## src/rtl/lcdseq_pkg.sv

```systemverilog
package lcdseq_pkg;

  localparam logic [2:0] CMD_INIT  = 3'd0;
  localparam logic [2:0] CMD_INSTR = 3'd1;
  localparam logic [2:0] CMD_DATA  = 3'd2;
  localparam logic [2:0] CMD_GOTO  = 3'd3;
  localparam logic [2:0] CMD_CLEAR = 3'd4;

  localparam int ROM_DEPTH = 29;
  localparam int PC_W      = $clog2(ROM_DEPTH);

  localparam logic [PC_W-1:0] ENTRY_INIT  = PC_W'(0);
  localparam logic [PC_W-1:0] ENTRY_CLEAR = PC_W'(21);
  localparam logic [PC_W-1:0] ENTRY_BYTE  = PC_W'(25);
  localparam logic [PC_W-1:0] ROM_LAST    = PC_W'(ROM_DEPTH - 1);

  typedef struct packed {
    logic [2:0] cmd;
    logic [7:0] value;
    logic [5:0] column;
    logic       row;
  } req_t;

  typedef struct packed {
    logic       reg_select;
    logic       enable;
    logic [3:0] nibble;
    logic [5:0] hold_ms;
    logic       last;
  } seg_t;

  typedef enum logic [1:0] {
    SEL_CONST = 2'b00,
    SEL_HI    = 2'b01,
    SEL_LO    = 2'b10
  } nib_sel_t;

  typedef struct packed {
    nib_sel_t   sel;
    logic [3:0] nib;
    logic       en;
    logic [5:0] hold;
    logic       last;
  } ucode_t;

  typedef struct packed {
    logic   fire;
    ucode_t word;
  } step_t;

  // Control store. Init runs from the start and falls through into the clear
  // sequence; byte requests use the four-step routine at the end.
  function automatic ucode_t rom_word(input logic [PC_W-1:0] pc);
    ucode_t w;
    w = '{SEL_CONST, 4'h0, 1'b0, 6'd1, 1'b1};
    case (pc)
      5'd0:  w = '{SEL_CONST, 4'h0, 1'b0, 6'd40, 1'b0};
      5'd1:  w = '{SEL_CONST, 4'h3, 1'b1, 6'd1, 1'b0};
      5'd2:  w = '{SEL_CONST, 4'h3, 1'b0, 6'd6, 1'b0};
      5'd3:  w = '{SEL_CONST, 4'h3, 1'b1, 6'd1, 1'b0};
      5'd4:  w = '{SEL_CONST, 4'h3, 1'b0, 6'd2, 1'b0};
      5'd5:  w = '{SEL_CONST, 4'h3, 1'b1, 6'd1, 1'b0};
      5'd6:  w = '{SEL_CONST, 4'h3, 1'b0, 6'd2, 1'b0};
      5'd7:  w = '{SEL_CONST, 4'h2, 1'b1, 6'd1, 1'b0};
      5'd8:  w = '{SEL_CONST, 4'h2, 1'b0, 6'd1, 1'b0};
      5'd9:  w = '{SEL_CONST, 4'h2, 1'b1, 6'd1, 1'b0};
      5'd10: w = '{SEL_CONST, 4'h2, 1'b0, 6'd1, 1'b0};
      5'd11: w = '{SEL_CONST, 4'h8, 1'b1, 6'd1, 1'b0};
      5'd12: w = '{SEL_CONST, 4'h8, 1'b0, 6'd3, 1'b0};
      5'd13: w = '{SEL_CONST, 4'h0, 1'b1, 6'd1, 1'b0};
      5'd14: w = '{SEL_CONST, 4'h0, 1'b0, 6'd1, 1'b0};
      5'd15: w = '{SEL_CONST, 4'hC, 1'b1, 6'd1, 1'b0};
      5'd16: w = '{SEL_CONST, 4'hC, 1'b0, 6'd3, 1'b0};
      5'd17: w = '{SEL_CONST, 4'h0, 1'b1, 6'd1, 1'b0};
      5'd18: w = '{SEL_CONST, 4'h0, 1'b0, 6'd1, 1'b0};
      5'd19: w = '{SEL_CONST, 4'h6, 1'b1, 6'd1, 1'b0};
      5'd20: w = '{SEL_CONST, 4'h6, 1'b0, 6'd3, 1'b0};
      5'd21: w = '{SEL_CONST, 4'h0, 1'b1, 6'd1, 1'b0};
      5'd22: w = '{SEL_CONST, 4'h0, 1'b0, 6'd1, 1'b0};
      5'd23: w = '{SEL_CONST, 4'h1, 1'b1, 6'd1, 1'b0};
      5'd24: w = '{SEL_CONST, 4'h1, 1'b0, 6'd5, 1'b1};
      5'd25: w = '{SEL_HI,    4'h0, 1'b1, 6'd1, 1'b0};
      5'd26: w = '{SEL_HI,    4'h0, 1'b0, 6'd1, 1'b0};
      5'd27: w = '{SEL_LO,    4'h0, 1'b1, 6'd1, 1'b0};
      5'd28: w = '{SEL_LO,    4'h0, 1'b0, 6'd3, 1'b1};
      default: w = '{SEL_CONST, 4'h0, 1'b0, 6'd1, 1'b1};
    endcase
    return w;
  endfunction

endpackage

```

## src/rtl/char_lcd_nibble_sequencer.sv

```systemverilog
// A taken request loads its entry step; each step fires into the output register.
// One segment per cycle from the control store while the output is not stalled;
// an unknown command starts no sequence and issues no segments.
// The next request is taken in the cycle that issues the final step of the current one.
// Reset clears the sequencer and the output valid; no clearing pass is needed.
module char_lcd_nibble_sequencer (
  input  logic              clk,
  input  logic              rst,
  input  logic              req_valid,
  output logic              req_stall,
  input  lcdseq_pkg::req_t  req,
  output logic              seg_valid,
  input  logic              seg_stall,
  output lcdseq_pkg::seg_t  seg
);

  logic              accept;
  logic              adv_ok;
  lcdseq_pkg::step_t step;

  assign accept = req_valid && !req_stall;
  assign adv_ok = !seg_valid || !seg_stall;

  lcdseq_ctrl u_ctrl (
    .clk    (clk),
    .rst    (rst),
    .accept (accept),
    .cmd    (req.cmd),
    .adv_ok (adv_ok),
    .stall  (req_stall),
    .step   (step)
  );

  lcdseq_datapath u_datapath (
    .clk       (clk),
    .rst       (rst),
    .accept    (accept),
    .req       (req),
    .step      (step),
    .seg_stall (seg_stall),
    .seg_valid (seg_valid),
    .seg       (seg)
  );

endmodule

```

## src/rtl/lcdseq_ctrl.sv

```systemverilog
module lcdseq_ctrl (
  input  logic               clk,
  input  logic               rst,
  input  logic               accept,
  input  logic [2:0]         cmd,
  input  logic               adv_ok,
  output logic               stall,
  output lcdseq_pkg::step_t  step
);

  logic                         busy;
  logic [lcdseq_pkg::PC_W-1:0] pc;
  logic [lcdseq_pkg::PC_W-1:0] entry;
  logic                         cmd_known;
  lcdseq_pkg::ucode_t           word;

  assign word      = lcdseq_pkg::rom_word(pc);
  assign step.fire = busy && adv_ok;
  assign step.word = word;
  assign stall     = busy && !(step.fire && word.last);

  always_comb begin
    entry     = lcdseq_pkg::ENTRY_INIT;
    cmd_known = 1'b1;
    case (cmd)
      lcdseq_pkg::CMD_INIT:  entry = lcdseq_pkg::ENTRY_INIT;
      lcdseq_pkg::CMD_INSTR: entry = lcdseq_pkg::ENTRY_BYTE;
      lcdseq_pkg::CMD_DATA:  entry = lcdseq_pkg::ENTRY_BYTE;
      lcdseq_pkg::CMD_GOTO:  entry = lcdseq_pkg::ENTRY_BYTE;
      lcdseq_pkg::CMD_CLEAR: entry = lcdseq_pkg::ENTRY_CLEAR;
      default: cmd_known = 1'b0;
    endcase
  end

  always_ff @(posedge clk) begin
    if (rst) begin
      busy <= 1'b0;
      pc   <= lcdseq_pkg::ENTRY_INIT;
    end else if (accept) begin
      busy <= cmd_known;
      pc   <= entry;
    end else if (step.fire) begin
      if (word.last) begin
        busy <= 1'b0;
      end else begin
        pc <= pc + 1'b1;
      end
    end
  end

  a_pc_in_range: assert property (@(posedge clk) disable iff (rst)
    busy |-> pc <= lcdseq_pkg::ROM_LAST)
    else $error("Step counter ran beyond the control store.");

  a_start_entry: assert property (@(posedge clk) disable iff (rst)
    accept && cmd_known |=> busy && (pc == lcdseq_pkg::ENTRY_INIT ||
      pc == lcdseq_pkg::ENTRY_CLEAR || pc == lcdseq_pkg::ENTRY_BYTE))
    else $error("A known command did not start at an entry point.");

  a_run_continues: assert property (@(posedge clk) disable iff (rst)
    step.fire && !word.last && !accept |=> busy && pc == $past(pc) + 1'b1)
    else $error("Sequence stopped before its final step.");

endmodule

```

## src/rtl/lcdseq_datapath.sv

```systemverilog
module lcdseq_datapath (
  input  logic               clk,
  input  logic               rst,
  input  logic               accept,
  input  lcdseq_pkg::req_t   req,
  input  lcdseq_pkg::step_t  step,
  input  logic               seg_stall,
  output logic               seg_valid,
  output lcdseq_pkg::seg_t   seg
);

  logic             rs_sel;
  logic [7:0]       data_byte;
  lcdseq_pkg::seg_t seg_next;

  always_comb begin
    seg_next.reg_select = rs_sel;
    seg_next.enable     = step.word.en;
    seg_next.hold_ms    = step.word.hold;
    seg_next.last       = step.word.last;
    case (step.word.sel)
      lcdseq_pkg::SEL_CONST: seg_next.nibble = step.word.nib;
      lcdseq_pkg::SEL_HI:    seg_next.nibble = data_byte[7:4];
      lcdseq_pkg::SEL_LO:    seg_next.nibble = data_byte[3:0];
      default:               seg_next.nibble = step.word.nib;
    endcase
  end

  always_ff @(posedge clk) begin
    if (accept) begin
      rs_sel <= (req.cmd == lcdseq_pkg::CMD_DATA);
      if (req.cmd == lcdseq_pkg::CMD_GOTO) begin
        data_byte <= {1'b1, req.row, req.column};
      end else begin
        data_byte <= req.value;
      end
    end
  end

  always_ff @(posedge clk) begin
    if (rst) begin
      seg_valid <= 1'b0;
    end else if (step.fire) begin
      seg_valid <= 1'b1;
    end else if (!seg_stall) begin
      seg_valid <= 1'b0;
    end
  end

  always_ff @(posedge clk) begin
    if (step.fire) begin
      seg <= seg_next;
    end
  end

endmodule

```

## config.mk

```make
export PLATFORM = sky130hd
export DESIGN_NAME = char_lcd_nibble_sequencer
export DESIGN_NICKNAME = d
export VERILOG_FILES = /design/src/rtl/lcdseq_pkg.sv /design/src/rtl/char_lcd_nibble_sequencer.sv /design/src/rtl/lcdseq_ctrl.sv /design/src/rtl/lcdseq_datapath.sv
export SDC_FILE = /design/constraint.sdc
export NUM_CORES = 1
export LEC_CHECK = 0
export BUFFER_PORTS_ARGS = -buffer_cell sky130_fd_sc_hd__buf_2
export CAP_MARGIN = 20
export CORE_AREA = 4 4 63 65
export DETAILED_ROUTE_END_ITERATION = 12
export DIE_AREA = 0 0 67 69
export PLACE_DENSITY = 0.79
export SLEW_MARGIN = 10
export SYNTH_ARGS = -nofsm -noshare
export SYNTH_HDL_FRONTEND = slang
export SYNTH_SLANG_ARGS = --single-unit
```

## constraint.sdc

```tcl
create_clock -name clk -period 4.25 [get_ports clk]
set_input_delay 0 -clock clk [delete_from_list [all_inputs] [get_ports clk]]
set_output_delay 0 -clock clk [all_outputs]
set_load 0.02 [all_outputs]
```

==> impl_metrics.tcl <==
set metrics [dict create \
    slew_headroom_pct 61.80 \
    holdCritPathClass "input port to flop" \
    ant_nets 0 \
    worst_clock_skew_ns 0.01333 \
    start_util_pct 57.14 \
    htreeDepth 2 \
    final_cell_area_um2 2369 \
    synth_top_area_share_pct 31.50 \
    finalSetupTns_ns 0 \
    ios 37 \
    cts_buffers 5 \
    drc 0 \
    worstSetupEndpointType "flop" \
    ys_ff_latch 39 \
    worstPathRequired_ns 4.54 \
    via_count 1419 \
    netlist_instances 165 \
    gp_congestion 0.8073 \
    cts.clk_slew.worst_paths_ns 0.13 \
    synth_top_cell_by_area "edfxtp_1" \
    totalWireLength_um 3623 \
    cts_resized 0 \
    synth_cell_type_count 55 \
    rsz0062_at_grt "no" \
    grt_pass1_vias 1375 \
    netlist_area_um2 1907 \
    period_share_pct 60.49 \
    core_area_um2 3337 \
    antenna_found_initial 0 \
    grt-ovfl-total 0 \
    io_buffers 35 \
    clk_latency_ns 0.35 \
    min_path_cells 4 \
    syn_nets 195 \
    path_class "flop to flop" \
    worstPathArrival_ns 2.86 \
    drt-pass1-iter-count 4 \
    rows 21 \
    finalHoldViolCount 0 \
    grt_max_degree 19 \
    drt_iter0_drc 68 \
    synth_async_sr_flop_share_pct 0 \
    fp.dieW_um 67 \
    max_freq_ghz 0.3890 \
    tightest_slew_ns 0.5730 \
    power_density_nw_per_um2 354.4 \
    cts-root-buf "clkbuf_4" \
    power.total_uw 839.4 \
    synth-main-ff-cell "edfxtp_1" \
    area_growth_pct 24.21 \
    fillers 244 \
    viasPerCell 5.315 \
    die_area_um2 4623 \
    yosys_warnings 0 \
    p_leak_nw 0.9634 \
    die_h_um 69 \
    layout-drive-gt1-share_pct 30.77 \
    drv_slew 0 \
    syn_area_per_cell_um2 11.56 \
    seq_area_frac_synth_pct 51.44 \
    wl_per_cell_um 13.57 \
    vdd_drop_max_mv 0.2270 \
    synth_edf_count 20 \
    grtUsageTotal_pct 17.25 \
    cts.sinks 39 \
    start_kind "flop" \
    cts_tree "yes" \
    synth.area.top_cells "edfxtp_1, dfxtp_1, mux2_2, ha_1, nand2_1" \
    setup_viol 0 \
    crit_fanout 10 \
    ff2ff_path_depth 9 \
    placed_area_um2 2107 \
    setup_ws_ns 1.679 \
    utilization_pct 70.98 \
    outcome "finished, final reports clean" \
    dpl.hpwl_um 2619 \
    grt_pass1_wl_um 6099 \
    place_ws_ns 1.727 \
    cts.path.max_buffers 2 \
    cap_violations 0 \
    nets 250 \
    antenna_cells 0 \
    layout_min_cycle_time_ns 2.571 \
]
## what timing repair did
item / in CTS / in global routing
hold endpoints to repair: 11 / 0
hold buffers: 18 / 0
buffers inserted: 0 / 0
endpoints found under the setup margin: 0 / 0
## per-layer routing
metal	track usage, %	up-vias	share of wire, %
met1	20.86	658	43
li1	-	718	-
met5	0	-	0
met4	7.658	0	2.3
met2	28.28	35	49
met3	4.383	8	5.2
## worst paths after layout
kind / startpoint / endpoint / slack, ns
worst max-delay path: u_ctrl.busy / u_ctrl.word[8] / 1.68
worst min-delay path: req_valid / u_ctrl.busy / 0.16
worst max register to register: u_ctrl.busy / u_ctrl.word[8] / 1.68
worst min register to register: u_ctrl.word[2] / u_datapath.seg[2] / 0.42
## cells in the final DEF, fill, tap and decap left out, types with 5 or more instances in the layout
master          n
nand2b_1        5
clkbuf_4        5
dlygate4sd3_1  18
nor2_1         11
ha_1            8
buf_2          35
a22oi_1         5
o21ai_0         7
mux2_2          9
dfxtp_1        19
inv_1           9
nand2_1        12
edfxtp_1       20
## cells by family after synthesis
| family | share of synthesized area, % |
|---|---|
| simple gates | 14.96 |
| compound gates | 18.24 |
| flops | 51.44 |
| buf+inv | 4.067 |
| mux | 5.840 |
| fa+ha+maj | 5.250 |
| other cells | 0.1967 |
## per-stage QoR
step           instances  hold WS (ns)
3_3_place_gp         241        0.2662
5_1_grt              267        0.1602
3_5_place_dp         241        0.2724
6_report             267        0.1627
4_1_cts              267        0.1436
2_1_floorplan        165        0.1778
## Yosys cell counts, drive strengths merged, types with 2 or more instances
library cell and instances:
buf 5, nand2 13, nor3 5, o22ai 4
and3 2, o21ai 8, dfxtp 19, edfxtp 20
a21o 2, a21oi 2, inv 10, a22oi 5
a2111oi 2, mux2 9, and2 3, nor3b 2
a31oi 3, nand3 3, o21a 2, ha 8
nor2 12, nand2b 5
## critical path, stage by stage (launching register included)
cell and delay, ns:
dfxtp_1 0.58, and2b_1 0.29, nand2_1 0.09, mux2i_1 0.13
nor3_1 0.38, inv_1 0.12, ha_1 0.26, mux2_2 0.28
mux2_2 0.26, o22ai_1 0.13
## area by class of cell
| type | count | area (µm²) | area share [%] |
|---|---|---|---|
| timing repair buffer | 54 | 362.8 | 15.32 |
| clock inverter | 3 | 43.79 | 1.849 |
| clock buffer | 5 | 37.54 | 1.585 |
| inverter | 10 | 37.54 | 1.585 |
| tap | 46 | 57.56 | 2.430 |
| sequential | 39 | 980.9 | 41.42 |
| multi-input combinational | 110 | 848.3 | 35.82 |
## flip-flops by register name (all words and copies together) (netlist names)
register and cells:
u_datapath.seg 11, u_ctrl.word 12, u_datapath.data_byte 8, u_datapath.seg_valid 1, u_datapath.rs_sel 1, u_ctrl.busy 1
u_ctrl.pc 5
## power breakdown
part / switching (mW) / internal, mW
registers: 0.0134 / 0.431
logic: 0.0805 / 0.0660
clock network: 0.125 / 0.124
Power figures use the tool's default switching activity.
